[src/rtl/convolutional_byte_interleaver_defines.svh]
// Assertion macros shared by the convolutional byte interleaver RTL.
`ifndef CONVOLUTIONAL_BYTE_INTERLEAVER_DEFINES_SVH
`define CONVOLUTIONAL_BYTE_INTERLEAVER_DEFINES_SVH

`ifndef ASSERT_OFF

// Antecedent implies consequent in the same cycle.
`define CBI_ASSERT_IMPLY(lbl, clk, rstn, ante, cons) \
    lbl: assert property (@(posedge clk) disable iff (!(rstn)) (ante) |-> (cons)) \
        else $error("interleaver assertion failed");

// Antecedent implies consequent in the next cycle.
`define CBI_ASSERT_NEXT(lbl, clk, rstn, ante, cons) \
    lbl: assert property (@(posedge clk) disable iff (!(rstn)) (ante) |=> (cons)) \
        else $error("interleaver assertion failed");

`else

`define CBI_ASSERT_IMPLY(lbl, clk, rstn, ante, cons)
`define CBI_ASSERT_NEXT(lbl, clk, rstn, ante, cons)

`endif

`endif

[src/rtl/cbi_pkg.sv]
// Types and constants shared by the convolutional byte interleaver.
`default_nettype none

package cbi_pkg;

    localparam int DATA_W = 8;

    typedef logic [DATA_W-1:0] byte_t;

endpackage

`default_nettype wire

[src/rtl/cbi_cell.sv]
// One delay cell: a short byte shift segment that advances on its shift enable.
`default_nettype none

module cbi_cell #(
    parameter int DEPTH = 12
) (
    input  wire logic           clk,
    input  wire logic           rst_n,
    input  wire logic           shift,
    input  wire cbi_pkg::byte_t din,
    output cbi_pkg::byte_t      dout
);

    cbi_pkg::byte_t stage_reg [DEPTH];

    // Advance the segment by one byte; storage starts out zero
    always_ff @(posedge clk or negedge rst_n)
    begin
        if (!rst_n)
        begin
            for (int k = 0; k < DEPTH; k++)
            begin
                stage_reg[k] <= '0;
            end
        end
        else if (shift)
        begin
            stage_reg[0] <= din;
            for (int k = 1; k < DEPTH; k++)
            begin
                stage_reg[k] <= stage_reg[k-1];
            end
        end
    end

    // Hand the oldest byte to the neighbor
    assign dout = stage_reg[DEPTH-1];

endmodule

`default_nettype wire

[src/rtl/cbi_branch.sv]
// One interleaver branch: a chain of delay cells that all advance together.
`default_nettype none

module cbi_branch #(
    parameter int CELLS      = 1,
    parameter int UNIT_DEPTH = 12
) (
    input  wire logic           clk,
    input  wire logic           rst_n,
    input  wire logic           shift,
    input  wire cbi_pkg::byte_t din,
    output cbi_pkg::byte_t      dout
);

    cbi_pkg::byte_t link [CELLS+1];

    assign link[0] = din;

    // Chain the cells head to tail
    for (genvar k = 0; k < CELLS; k++)
    begin : g_cell
        cbi_cell #(
            .DEPTH (UNIT_DEPTH)
        ) u_cell (
            .clk   (clk),
            .rst_n (rst_n),
            .shift (shift),
            .din   (link[k]),
            .dout  (link[k+1])
        );
    end

    assign dout = link[CELLS];

endmodule

`default_nettype wire

[config.mk]
export PLATFORM = sky130hd
export DESIGN_NAME = cbi_branch
export DESIGN_NICKNAME = d
export VERILOG_FILES = /design/src/rtl/convolutional_byte_interleaver_defines.svh /design/src/rtl/cbi_pkg.sv /design/src/rtl/cbi_cell.sv /design/src/rtl/cbi_branch.sv
export SDC_FILE = /design/constraint.sdc
export NUM_CORES = 1
export LEC_CHECK = 0
export ABC_AREA = 1
export ABC_CLOCK_PERIOD_IN_PS = 800
export CAP_MARGIN = 20
export CORE_UTILIZATION = 55
export CTS_CLUSTER_DIAMETER = 120
export DETAILED_ROUTE_END_ITERATION = 6
export DONT_BUFFER_PORTS = 1
export PLACE_DENSITY = 0.71
export SLEW_MARGIN = 20
export SYNTH_ARGS = -nofsm -noshare
export SYNTH_HDL_FRONTEND = slang
export SYNTH_SLANG_ARGS = --single-unit
[constraint.sdc]
create_clock -name clk -period 0.8 [get_ports clk]
set_clock_uncertainty 0.1 [all_clocks]
set_input_delay 0.16 -clock clk [delete_from_list [all_inputs] [get_ports clk]]
set_output_delay 0.16 -clock clk [all_outputs]
set_load 0.01 [all_outputs]
==> results.txt, run 1 <==
* Type of the worst min-delay path: input port to asynchronous set/reset pin
* Worst Path Required: 0.54 ns
- Number of failing hold endpoints at the final stage: 191
- Number of antenna violations at the first check in global routing: 0
- Clock Root Buffer: clkbuf_8
- Worst setup path class: flip-flop to output pin
- The largest total area in the synthesized netlist belongs to dfrtp_1.
- In this run the deepest clock path goes through 2 buffers.
- Arrival @ worst endpoint: 0.78 ns
- Global routing finished with a remaining overflow of 0.
- Proportion of register bits with asynchronous set or reset after synthesis: 1.00
- Post-CTS Setup Repair Bufs: 0
- When the netlist entered floorplanning its net count stood at 425.
- In this run the critical register-to-register path is launched from g_cell[0].u_cell.dout[3].
* Row count: 29
* Overall via count from detail_route: 2,382
* Number of vias per cell after detailed routing: 4.85
* Fraction of the yosys area taken by sequential cells: 0.651
- Latest clock arrival within the worst-skew pair: 0.35 ns
* Detailed Route WL: 5.35 mm
- Share of the synthesized area in the top cell type: 0.651
* CP Max Fanout: 2
- Headroom to the max-slew limit: 0.905
* Post-synthesis instance total: 414
- The worst-case IR drop observed on VDD is 1.75 mV.
* Total GRT Usage: 0.178
- Core area: 6420 um2
* Number of diodes added for antenna fixing: 0
- The first detailed-routing pass ran for 6 iterations.
- The final-report max-slew violation count is 0.
- Once routing completed, OpenROAD measured the worst setup slack at -0.237 ns.
* Critical Path End Type: output pin
* Number of hold-repair buffers added at the cts stage: 8
- The number of clock buffers added by TritonCTS is 9.
* Pin count of the biggest net entering global routing: 98
- Count leader, synth: nand2_1
- Power spread over the standard cell area amounts to 2620 nW/um2.
* Routed length per placed instance: 10.9 um
* Number of maximum-capacitance constraint violations: 0
- For this configuration, the core starts out at a cell density of 0.575.
* Post-route antenna net violation count: 0
- Counting flops with a built-in enable in the synthesized netlist gives 0.
- Commonest cells post-synth: nand2_1, dfrtp_1, buf_4
- Total non-filler cell area in the finished layout: 4010 um2
* Die ar.: 7040 um2
- The first global-routing pass estimated 9.92 mm of wire.
- Post-route core utilization: 0.624
* Area grow syn2layout: 8.61%
- Horizontal die dimension: 83.9 um
- The average instance in the mapped netlist occupies 8.91 um2.
- Area after detailed placement: 3670 um2
- Type of element launching the critical path: flip-flop
- R2R Setup Slk: 0.04 ns
- Final count of negative-setup-slack endpoints: 8
- Ranked by total cell area, the synthesized netlist is headed by dfrtp_1, nand2_1, buf_4.
- Slew at the pin closest to its max-slew limit: 0.142 ns
- The worst register-to-register path ends at g_cell[0].u_cell.dout[3].
- Leakage power total: 2.26 nW
- Synth Flop Type: dfrtp_1
- The number of global-route vias before repair came to 2,358.
- TritonCTS built the clock tree.
* Clock sink total: 96
* Nets: 420
- Derived from the worst setup path, the maximum achievable clock frequency is 0.964 GHz.
- DRT iter0 DRCs: 192
* Count of buffers inserted at the top-level ports: 0
* Synth cell types: 6
- Total number of yosys warnings: 0
- Tracing the worst setup path back leads to its startpoint at g_cell[0].u_cell.dout[1].
- Across all hold checks on the routed design, the worst slack comes to -0.609 ns.
* Setup repair after global routing missed its margin: yes
- After detailed routing, the number of remaining DRC violations is 6.
* Final worst path period need: 1.04 ns
* Fraction of layout cells with a size suffix above 1: 0.0531
- Number of cells on the worst reg-to-reg path: 2
* Detailed placement HPWL: 2.97 mm
* Status: finished with violations
- After clock tree synthesis, the clock-pin slew on the worst setup and hold paths is 0.09 ns.
- Crit. path cell count: 0
- The mapped netlist covers 3690 um2.
* Final GP Congestion: 0.691
* Vertical extent of the die: 83.9 um
- Failing checks: DRC, hold timing, setup timing
- Period utilisation layout: 1.30
- Deepest level of the CTS H-tree: 3
- The register with the most flip-flops in the layout has 88 of them.
* Flip-flop and latch count after synthesis: 96
- Final TNS setup: -1.85 ns
- In this run the count of I/O pins placed on the die edge is 19.
## metrics by stage
| step | setup WS [ns] | power (mW) | std cells |
|---|---|---|---|
| floorplan | -0.0380 | 6.77 | 414 |
| global placement | 0.0639 | 6.74 | 467 |
| detailed placement | 0.0450 | 6.81 | 467 |
| CTS | -0.252 | 10.7 | 491 |
| global route | -0.272 | 11.1 | 491 |
| finish | -0.237 | 10.5 | 491 |
## what timing repair did
item	in CTS	in global routing
endpoints found under the hold margin	192	191
pin swaps	0	1
endpoints found under the setup margin	8	9
gates resized for setup	0	0
## cells in the final DEF (no fill, tap or decap), drive strengths merged
cell type    count
buf              5
bufinv           3
clkbuf          11
dfrtp           96
clkinvlp         1
inv              1
nand2          288
clkinv           1
dlygate4sd3      8
## worst max path at each step
stage                                          end  slack, ns
finish                                     dout[1]      -0.24
CTS                                        dout[1]      -0.25
global placement    g_cell[0].u_cell.stage_reg[75]       0.06
detailed placement  g_cell[0].u_cell.stage_reg[61]       0.05
global route                               dout[2]      -0.27
floorplan                 g_cell[0].u_cell.dout[0]      -0.04
## area by class of cell
type / instances / area (um2)
multi-input combinational: 288 / 1080
inverter: 1 / 6.26
timing repair buffer: 13 / 168
clock inverter: 5 / 103
sequential: 96 / 2400
fill: 563 / 2410
clock buffer: 11 / 151
tap: 77 / 96.3
## kinds of logic after synthesis
| group | Yosys count | share of synthesized area |
|---|---|---|
| buffers and inverters | 30 | 0.0560 |
| flip-flops | 96 | 0.651 |
| AND/OR/NAND/NOR | 288 | 0.293 |
## power by group
group | leakage (nW) | total (mW) | internal (mW) | switching (mW)
Sequential | 1.26 | 5.93 | 5.54 | 0.393
Clock | 0.126 | 3.80 | 2.24 | 1.56
Combinational | 0.882 | 0.788 | 0.371 | 0.417
Total | 2.26 | 10.5 | 8.15 | 2.37
## routing by layer
metal	vias to the layer above	track usage	wire length, um	share of wire
met5	-	0	0	0
met4	0	0.0752	91	0.017
met3	9	0.0485	154	0.029
met2	26	0.297	2500	0.47
met1	1133	0.219	2610	0.49
li1	1214	-	-	-
Note: power is estimated with default switching activity, not from simulation.
==> inputs of run 2 (changes only) <==
--- a/config.mk
+++ b/config.mk
@@ -8,6 +8,7 @@
 export ABC_AREA = 1
 export ABC_CLOCK_PERIOD_IN_PS = 800
 export CAP_MARGIN = 20
+export CORE_ASPECT_RATIO = 1.5
 export CORE_UTILIZATION = 55
 export CTS_CLUSTER_DIAMETER = 120
 export DETAILED_ROUTE_END_ITERATION = 6
==> run 2 against run 1 <==
Fmax fell by 0.65%; non-clock buffer count down 1; global-route usage up 0.47 points; final cell count is 0.41% lower; total power down 10%; combinational power is 1% lower; via count is 1.1% lower; clock-buffer cell count did not move; sequential cell count did not move; clock power down 28%; largest cell class unchanged; the run ends with hold timing, setup timing left; largest power group unchanged.
==> results.txt, run 2 (synthesis gave the netlist of run 1 again) <==
- Status: finished with violations (unchanged).
* Failing checks: hold timing, setup timing (was DRC, hold timing, setup timing)
- Number of hold-repair buffers added at the cts stage: 8 (unchanged)
* Number of failing hold endpoints at the final stage: 192 (was 191)
- The arrival time at the worst endpoint was 0.78 ns (about the same).
- The worst IR drop on VDD is 1.55 mV (was 1.75 mV).
- The minimum setup slack after placement is 0.0345 ns (was 0.0450 ns).
* Drt drc: 0 (was 6)
* Global routing usage on met3: 0.0569 (was 0.0485)
- The data required time at the worst endpoint was 0.54 ns (about the same).
- Most frequent cells in the layout: nand2_1, dfrtp_1, clkbuf_8, dlygate4sd3_1, buf_12 (unchanged)
- The total CTS buffers is 9 (unchanged).
* Nets: 419 (was 420)
- The detailed-placement wirelength estimate came to 2.98 mm (was 2.97 mm).
- The final weighted congestion in routability-driven placement was 0.684 (was 0.691).
- Core area: 6490 um2 (was 6420 um2)
* Pin count of the biggest net entering global routing: 98 (unchanged)
- The all-layer global routing usage was 0.183 (was 0.178).
* Worst setup path class: flip-flop to output pin (unchanged)
* Number of antenna violations at the first check in global routing: 0 (unchanged)
* CTS max path bufs: 2 (unchanged)
* Setup repair after global routing missed its margin: yes (unchanged)
- The number of stages on the worst setup path came to 0 (unchanged).
* Vias in the first global route: 2,309 (was 2,358)
* Slew at the pin closest to its max-slew limit: 0.147 ns (was 0.142 ns)
- Overflow after GRT: 0 (unchanged)
* Type of the worst min-delay path: input port to asynchronous set/reset pin (unchanged)
* Number of fill cells: 579 (was 563)
* Final TNS setup: -1.90 ns (was -1.85 ns)
- The die width is 68.9 um (was 83.9 um).
- Clock slew at the register clock pins of the worst setup and hold paths: 0.09 ns (about the same)
- Die ar.: 7050 um2 (was 7040 um2)
- The number of flip-flops in the largest register was 88 (unchanged).
* Most common cell after layout, fill and taps aside: nand2_1 (unchanged)
- The final core area utilization was 0.604 (was 0.624).
- The routing usage on met1 is 0.219 (about the same).
* Vertical extent of the die: 102 um (was 83.9 um)
- Post-cts gate resize count: 0 (unchanged)
* Row count: 36 (was 29)
* Number of cells on the worst reg-to-reg path: 2 (unchanged)
* Clock Root Buffer: clkbuf_8 (unchanged)
* Number of maximum-capacitance constraint violations: 0 (unchanged)
- Top Ports: 19 (unchanged)
- The number of buffers added for setup after CTS came to 0 (unchanged).
* Final count of negative-setup-slack endpoints: 8 (unchanged)
- Leakage power total: 2.22 nW (was 2.26 nW)
- The final design instance area without fill was 3920 um2 (was 4010 um2).
* Number of pins with negative max-slew slack in the final report: 0 (unchanged)
- The minimum period implied by the final worst setup slack is 1.04 ns (about the same).
* First-pass GRT wire length: 9.46 mm (was 9.92 mm)
- The final antenna diode count came to 0 (unchanged).
* CP Max Fanout: 2 (unchanged)
- Deepest level of the CTS H-tree: 3 (unchanged)
* Area after detailed placement: 3660 um2 (was 3670 um2)
- The met2 global-route usage was 0.293 (was 0.297).
- Period utilisation layout: 1.30 (about the same)
* Most utilized layer in the global route result: met2 (unchanged)
* Count of TritonRoute iterations in the first routing pass: 4 (was 6)
- Headroom to the max-slew limit: 0.902 (was 0.905)
- The number of DRC markers in iteration 0 is 195 (was 192).
- The clock network latency to the later pin of the worst-skew pair is 0.35 ns (about the same).
- The post-detailed-routing wire length came to 5.22 mm (was 5.35 mm).
- The kind of capture point of the worst setup path is an output pin (unchanged).
* Area grow syn2layout: 6.21% (was 8.61%)
- Worst hold-check slack: -0.612 ns (was -0.609 ns)
- The count of vias placed by the detailed router was 2,355 (was 2,382).
- The number of sinks handled by clock tree synthesis is 96 (unchanged).
- Fraction of layout cells with a size suffix above 1: 0.0484 (was 0.0531)
* Post-route antenna net violation count: 0 (unchanged)
- The clock tree from TritonCTS is yes (unchanged).
- Starting density of the core: 0.569 (was 0.575)
* Routed length per placed instance: 10.7 um (was 10.9 um)
- The power per cell area came to 2410 nW/um2 (was 2620 nW/um2).
- The detailed-route vias per instance is 4.82 (was 4.85).
- The achievable frequency was 0.958 GHz (was 0.964 GHz).
- Type of element launching the critical path: flip-flop (unchanged)
- The number of port buffers was 0 (unchanged).
- The final worst setup slack was -0.244 ns (was -0.237 ns).
## run 2: cell types whose count changed in the layout (fill, tap and decap cells not counted), sizes merged
cell	before	now
buf	5	4
bufinv	3	0
clkinvlp	1	3
clkinv	1	2
## run 2: through the flow
| step | instances | total power [mW] |
|---|---|---|
| after floorplan | 414 | 6.77 |
| after global placement | 465 | 6.74 |
| after detailed placement | 465 | 6.81 |
| after CTS | 489 | 9.60 |
| after global routing | 489 | 10.0 |
| final | 489 | 9.46 |
## run 2: report_power, final
group	total, mW	internal (mW)	switching (mW)	leakage (nW)
clock	2.75	1.20	1.54	0.0813
combinational	0.779	0.366	0.412	0.879
sequential	5.93	5.54	0.395	1.26
## run 2: area by class of cell
type | count | area (um2) | share of cell area
sequential | 96 | 2400 | 0.613
tap | 76 | 95.1 | 0.0243
clock buffer | 11 | 141 | 0.0361
clock inverter | 5 | 32.5 | 0.00830
multi-input combinational | 288 | 1080 | 0.276
inverter | 1 | 6.26 | 0.00160
timing repair buffer | 12 | 160 | 0.0409
## run 2: per-layer routing
layer  vias to the layer above  wire length, um
li1                       1209                -
met1                      1111             2510
met2                        25             2440
met3                        10              141
met4                         0              120
met5                         -                0
## run 2: final timing paths
check,slack [ns],endpoint,start
setup / recovery,-0.24,dout[5],g_cell[0].u_cell.dout[5]
hold / removal,-0.61,g_cell[0].u_cell.dout[4],rst_n
setup reg to reg,0.05,g_cell[0].u_cell.dout[7],g_cell[0].u_cell.dout[7]
hold reg to reg,0.37,g_cell[0].u_cell.stage_reg[40],g_cell[0].u_cell.stage_reg[40]
max in group asynchronous,1.09,g_cell[0].u_cell.stage_reg[83],rst_n
min in group clk,-0.18,g_cell[0].u_cell.stage_reg[39],shift
## run 2: timing repair
action,CTS,global route
hold endpoints to repair,192,192
pin swaps,0,6
gates cloned,0,0
setup endpoints to repair,8,14
